File: config.mk
export PLATFORM = sky130hd
export DESIGN_NAME = pcs_mod_unit
export DESIGN_NICKNAME = d
export VERILOG_FILES = /design/src/rtl/core/pcs_pkg.sv /design/src/rtl/core/pcs_mod_unit.sv
export SDC_FILE = /design/constraint.sdc
export NUM_CORES = 1
export LEC_CHECK = 0
export CORE_MARGIN = 2
export CORE_UTILIZATION = 30
export DETAILED_ROUTE_END_ITERATION = 10
export DONT_BUFFER_PORTS = 1
export PLACE_DENSITY_LB_ADDON = 0.25
export SETUP_SLACK_MARGIN = 0.2
export SLEW_MARGIN = 20
export SYNTH_ARGS = -nofsm -noshare
export SYNTH_HDL_FRONTEND = slang
export SYNTH_SLANG_ARGS = --single-unit
File: constraint.sdc
create_clock -name clk_i -period 3.8 [get_ports clk_i]
set_input_delay 0.38 -clock clk_i [delete_from_list [all_inputs] [get_ports clk_i]]
set_output_delay 0.38 -clock clk_i [all_outputs]
set_load 0.05 [all_outputs]
File: src/rtl/core/pcs_pkg.sv
// ----------------------------------------------------------------------------
// pcs_pkg: shared types and constants of the palette color selector
// Item kinds, color modes, register indexes and the remainder unit's
// request and response bundles.
// ----------------------------------------------------------------------------
package pcs_pkg;

  localparam int COLOR_W = 16;
  localparam int CNT_W   = 11;  // color_count and block_size width
  localparam int DVD_W   = 20;  // remainder unit dividend width

  localparam logic [COLOR_W-1:0] FORCED_INDEX = 16'hFFFF;
  localparam logic [COLOR_W-1:0] ALPHA_BIT    = 16'h8000;

  localparam logic [2:0] KIND_LOAD  = 3'd0;
  localparam logic [2:0] KIND_GET   = 3'd1;
  localparam logic [2:0] KIND_STEP  = 3'd2;
  localparam logic [2:0] KIND_TRY   = 3'd3;
  localparam logic [2:0] KIND_RESET = 3'd4;

  localparam logic [1:0] MODE_PALETTE = 2'd0;
  localparam logic [1:0] MODE_RGB     = 2'd1;
  localparam logic [1:0] MODE_AUTO    = 2'd2;
  localparam logic [1:0] MODE_NONE    = 2'd3;

  localparam logic [1:0] REG_COLOR_MODE  = 2'd0;
  localparam logic [1:0] REG_COLOR_COUNT = 2'd1;
  localparam logic [1:0] REG_BLOCK_SIZE  = 2'd2;

  typedef struct packed {
    logic             go;
    logic [DVD_W-1:0] dvd;
    logic [CNT_W-1:0] dvs;
  } mod_req_t;

  typedef struct packed {
    logic             busy;
    logic             done;
    logic [CNT_W-1:0] rem;
  } mod_rsp_t;

  // 0xRRGGBB to 1:5:5:5 with alpha set
  function automatic logic [COLOR_W-1:0] rgb24_to_16(input logic [23:0] rgb);
    return ALPHA_BIT | {1'b0, rgb[23:19], rgb[15:11], rgb[7:3]};
  endfunction

endpackage

File: src/rtl/core/pcs_mod_unit.sv
// ----------------------------------------------------------------------------
// pcs_mod_unit: iterative remainder unit
// Restoring division, one dividend bit per cycle; returns the remainder.
// ----------------------------------------------------------------------------
module pcs_mod_unit
  import pcs_pkg::*;
(
  input  logic     clk_i,
  input  logic     rst_ni,
  input  mod_req_t req_i,
  output mod_rsp_t rsp_o
);

  localparam int CW = $clog2(DVD_W + 1);

  logic             busy_q, busy_d;
  logic             done_q, done_d;
  logic [CW-1:0]    cnt_q, cnt_d;
  logic [DVD_W-1:0] dvd_q, dvd_d;
  logic [CNT_W-1:0] dvs_q, dvs_d;
  logic [CNT_W-1:0] rem_q, rem_d;
  logic [CNT_W:0]   trial;

  assign trial = {rem_q, dvd_q[DVD_W-1]};

  always_comb begin
    busy_d = busy_q;
    done_d = 1'b0;
    cnt_d  = cnt_q;
    dvd_d  = dvd_q;
    dvs_d  = dvs_q;
    rem_d  = rem_q;
    if (busy_q) begin
      // subtract when the partial remainder covers the divisor
      if (trial >= {1'b0, dvs_q}) begin
        rem_d = CNT_W'(trial - {1'b0, dvs_q});
      end else begin
        rem_d = CNT_W'(trial);
      end
      dvd_d = dvd_q << 1;
      cnt_d = cnt_q - CW'(1);
      if (cnt_q == CW'(1)) begin
        busy_d = 1'b0;
        done_d = 1'b1;
      end
    end else if (req_i.go) begin
      busy_d = 1'b1;
      cnt_d  = CW'(DVD_W);
      dvd_d  = req_i.dvd;
      dvs_d  = req_i.dvs;
      rem_d  = '0;
    end
  end

  always_ff @(posedge clk_i or negedge rst_ni) begin
    if (!rst_ni) begin
      busy_q <= 1'b0;
      done_q <= 1'b0;
      cnt_q  <= '0;
    end else begin
      busy_q <= busy_d;
      done_q <= done_d;
      cnt_q  <= cnt_d;
    end
  end

  always_ff @(posedge clk_i) begin
    dvd_q <= dvd_d;
    dvs_q <= dvs_d;
    rem_q <= rem_d;
  end

  assign rsp_o.busy = busy_q;
  assign rsp_o.done = done_q;
  assign rsp_o.rem  = rem_q;

endmodule

* After elaboration in Yosys (flattened, before gate mapping)
Cells that the tools add are included.
** Storage, ports and cells
- Output and inout bits :: 13
- Logic and storage cells :: 26
- Register bits :: 49
- Input bits :: 34
** Cells by class
- Bitwise operators :: 1
- Add/subtract/negate cells :: 2
- Eq/ne operators :: 1
- Multiplexer cells :: 12
- Reduce and logical (&&, ||, !) cells :: 2
- $lt $le $gt $ge :: 1
** Operator list (count)
- $mux 20 :: 2
- $mux 11 :: 3
- $ge 12x11->1 :: 1
- $sub 11x11->11 :: 1
- $mux 5 :: 2
- $eq 5x1->1 const B :: 1
- $mux 1 :: 5
- $sub 5x1->5 const B :: 1
- $reduce_and 2->1 :: 1
- $reduce_bool 2->1 :: 1
- $not 1->1 :: 1

* Longest topological paths before layout
- Depth in word-level cells :: 3
- Depth in mapped cells :: 10

* Worst setup path after synthesis
OpenSTA, ideal clock, no wires.
- Kind :: register to register
- Start :: register rem_q[0]
- End :: register rem_q[7] (data pin)
- Clock period less this slack :: 2540 ps
- Cell stages (with the launch flop) :: 10
- Arrival :: 2285 ps
- Library setup time :: 256 ps
- Path buffers :: 1
- Slack :: 1260 ps
- Cells stage by stage :: edfxtp_1 -> inv_1 -> fa_1 -> nand2b_1 -> a21oi_4 -> o21ai_2 -> a21oi_4 -> buf_8 -> nand4_1 -> o211a_1
** Between the ends
- Word-level cells in the longest chain between the ends :: 3
- Elaborated cells between the ends (all ways) :: 4
- Classes of those cells :: add/sub (1); order compare (1); mux (2)
** RTL lines
- start, declared :: line pcs_mod_unit.sv:21 : logic [CNT_W-1:0] rem_q, rem_d;
- start signal, assigned :: line pcs_mod_unit.sv:70 : rem_q <= rem_d;
- $sub 11x11->11 or $ge 12x11->1 (tied branches) :: line pcs_mod_unit.sv:36, pcs_mod_unit.sv:35
- $mux 11 * :: line pcs_mod_unit.sv:35 : if (trial >= {1'b0, dvs_q}) begin
- $mux 11 * :: line pcs_mod_unit.sv:33 : if (busy_q) begin
Mark *: on every way between the ends. The rest lies on a longest branch, timed or not.
A chain may end at the register's enable or synchronous reset.

* Worst setup path after layout
- Start :: register rem_q[0]
- End :: register rem_q[10] (data pin)
The elaborated chain is that of the path after synthesis.

==> results.toml <==
[run_status]
outcome = "complete, no violations"

[finish]
drive_above_1_share = 0.120
design_area_mm2 = 0.00287
diodes = 0
areaGrowthSynthToFinish_pct = 7.82
fin_nets = 272
finish.utilization = 0.332
stdcell_count = 333
nFillCells = 873

[setup_path]
cpMaxStageDelayCell = "edfxtp_1"
endpoint_kind = "register"
required_ps = 3850
startpoint_type = "register"
slowest_delay_ps = 710
regToRegEndpoint = "rem_q[10]$_SDFFCE_PN0P_"
crit_top_cell = "a21oi_4"
path_cells = "inv_1 > fa_1 > nand2b_1 > a21oi_4 > o21ai_2 > a21oi_4 > nor2_1 > o31a_1"
arrival_ps = 2960
r2r_slack_ps = 890
r2r_start = "rem_q[0]$_SDFFCE_PN0P_"
rr_worst_depth = 8
crit_path_max_fanout = 17
critical_path_class = "reg -> reg"

[place]
place_congestion = 0.788
dp_hpwl_um = 3550
place_area_mm2 = 0.00274
numPortBuffers = 0
place_worst_setup_slack_ps = 883
placed_cells = 324

[hold_path]
whs_path_depth = 1
min_to = "cnt_q[1]$_DFFE_PN0P_"
min_path_type = "in -> reg"
hp-start = "req_i[31]"

[die]
die_y_um = 98.1
die_width_um = 98.1
die-area_mm2 = 0.00963
io_pins = 47
core_mm2 = 0.00864
start_util = 0.308
rows = 34

[global_route]
grt_pass1_vias = 1687
antenna_found_initial = 0
grt_pass1_wl_um = 8420
grt_remaining_overflow = 0
track_usage = 0.109
grt_max_degree = 45

[clock_network]
tritoncts = "yes"
cts-root-buf = "clkbuf_8"
cts-resized-gates = 0
clk_latency_ps = 300
post_cts_buffers = 0
clock-sinks = 49
cts_hold_buf = 1
cts_buffers = 5
cts_htree_levels = 2
clk_pin_slew_worst_paths_ps = 90
cts_buffer_depth = 2

[logic_synthesis]
ys_types = 54
yosysWarnings = 0
synth.largest_area_cell = "edfxtp_1"
syn_inst = 223
synthMostInstantiatedCell = "edfxtp_1"
ys_seq_elements = 49
yosysSeqAreaShare = 0.537
synth_fp_nets = 271
syn_area_per_cell_um2 = 11.9
synth_top_area_frac = 0.463
synth_area_leaders = "edfxtp_1 46%, dfrtp_1 6.6%, a22o_1 6.3%"
synth_edf_count = 41
yosys_most_used_dff = "edfxtp_1"
synthesis.area_mm2 = 0.00266
synth_commonest_cells = "41 x edfxtp_1, 22 x inv_1, 19 x a22o_1, 15 x nor2_1, 13 x ha_1"
async_reset_ff_frac = 0.143

[timing]
min_period_over_period = 0.765
hold_viol = 0
setup_viol = 0
fmax_mhz = 344
slew_headroom = 0.326
fin_ws_ps = 891
rsz0062_at_grt = "false"
clock_skew_ps = 9.67
hold_ws_ps = 164
fin_tns_setup_ps = 0
period_minus_slack_ps = 2910
tightest_slew_ps = 1010
drv_slew = 0

[detailed_routing]
vias_per_cell = 5.02
drtAntennaViolNets = 0
routed-wl-met3_um = 367
wirelength_met1_um = 2280
vias = 1673
drc = 0
routed_wl_um = 5040
wire_per_inst_um = 15.1
dr.pass1.iters = 4
top_layer = "met4"
drt_iter0_markers = 59
wl_met2_um = 2270

[power]
p_per_area_mw_per_mm2 = 933
ir_worst_vdd_uv = 290
total_power_mw = 2.67
power_leakage_nw = 1.14

[run]
cap_viol_max_count = 0
==> per-layer routing <==
layer,global-route usage,up-vias
met5,0,-
met4,0.0470,0
met3,0.0408,10
met2,0.165,42
met1,0.140,792
li1,-,829
==> cell usage in the layout, fill, tap and decap left out, types with 2 or more instances in the layout <==
master,synthesis,layout
a22o_1,19,19
nor2b_1,6,5
or3_1,3,3
ha_1,13,13
nor2_1,15,15
o211a_1,3,3
o21ai_1,3,3
buf_4,2,3
a21oi_4,2,2
edfxtp_1,41,41
o22ai_1,2,2
clkbuf_8,1,5
a21oi_1,8,8
mux2i_1,5,5
nand4_1,5,5
nor3b_1,2,2
inv_1,22,22
dfrtp_1,7,6
o21ai_2,4,4
o21a_1,2,2
nand3_1,3,3
o21ai_0,4,4
a211oi_1,2,2
nand2b_1,5,5
nand2_1,10,10
nor2_2,2,2
xnor2_1,2,2
==> state kept, by name, summed over array words and instances, names as in the netlist <==
| signal | cells |
|---|---|
| busy_q | 1 |
| dvs_q | 11 |
| cnt_q | 5 |
| dvd_q | 20 |
| rem_q | 11 |
| done_q | 1 |
==> how the worst max path moves through the flow <==
stage,startpoint,to,cells past startpoint
finish,rem_q[0]$_SDFFCE_PN0P_,rem_q[10]$_SDFFCE_PN0P_,8
global route,rem_q[0]$_SDFFCE_PN0P_,rem_q[7]$_SDFFCE_PN0P_,8
global placement,rem_q[0]$_SDFFCE_PN0P_,rem_q[10]$_SDFFCE_PN0P_,8
floorplan,rem_q[0]$_SDFFCE_PN0P_,rem_q[7]$_SDFFCE_PN0P_,9
CTS,rem_q[0]$_SDFFCE_PN0P_,rem_q[10]$_SDFFCE_PN0P_,8
detailed placement,rem_q[0]$_SDFFCE_PN0P_,rem_q[10]$_SDFFCE_PN0P_,8
==> power by group <==
group | internal (mW) | switching [mW]
combinational | 0.506 | 0.567
clock | 0.195 | 0.174
sequential | 0.851 | 0.380
==> logic make-up (layout without fill, tap and decap cells) <==
family	count (synthesis)	after routing	share of synthesized area
multiplexers	6	6	0.0231
XOR/XNOR	2	2	0.00659
AND/OR/NAND/NOR	57	57	0.115
AO/OA/AOI/OAI	63	63	0.191
adder cells (fa/ha/maj)	14	14	0.0687
flip-flops	49	49	0.537
buffers and inverters	32	34	0.0593
==> cell type report <==
type / count / area (um^2) / area share
inverters: 22 / 82.6 / 0.0288
multi-input cells: 142 / 1080 / 0.377
repair buffers: 4 / 32.5 / 0.0114
flip-flops and latches: 49 / 1430 / 0.498
clock buffers: 6 / 72.6 / 0.0253
clock inverters: 2 / 33.8 / 0.0118
well taps: 108 / 135 / 0.0472
==> worst max-delay path: cells and delay by family (launching register included) <==
kind | cells | cell delay, ps
buffers and inverters | 1 | 130
adder cells (fa/ha/maj) | 1 | 480
AO/OA/AOI/OAI | 4 | 1040
flip-flops | 1 | 710
AND/OR/NAND/NOR | 2 | 290
(Power assumes the default switching activity.)
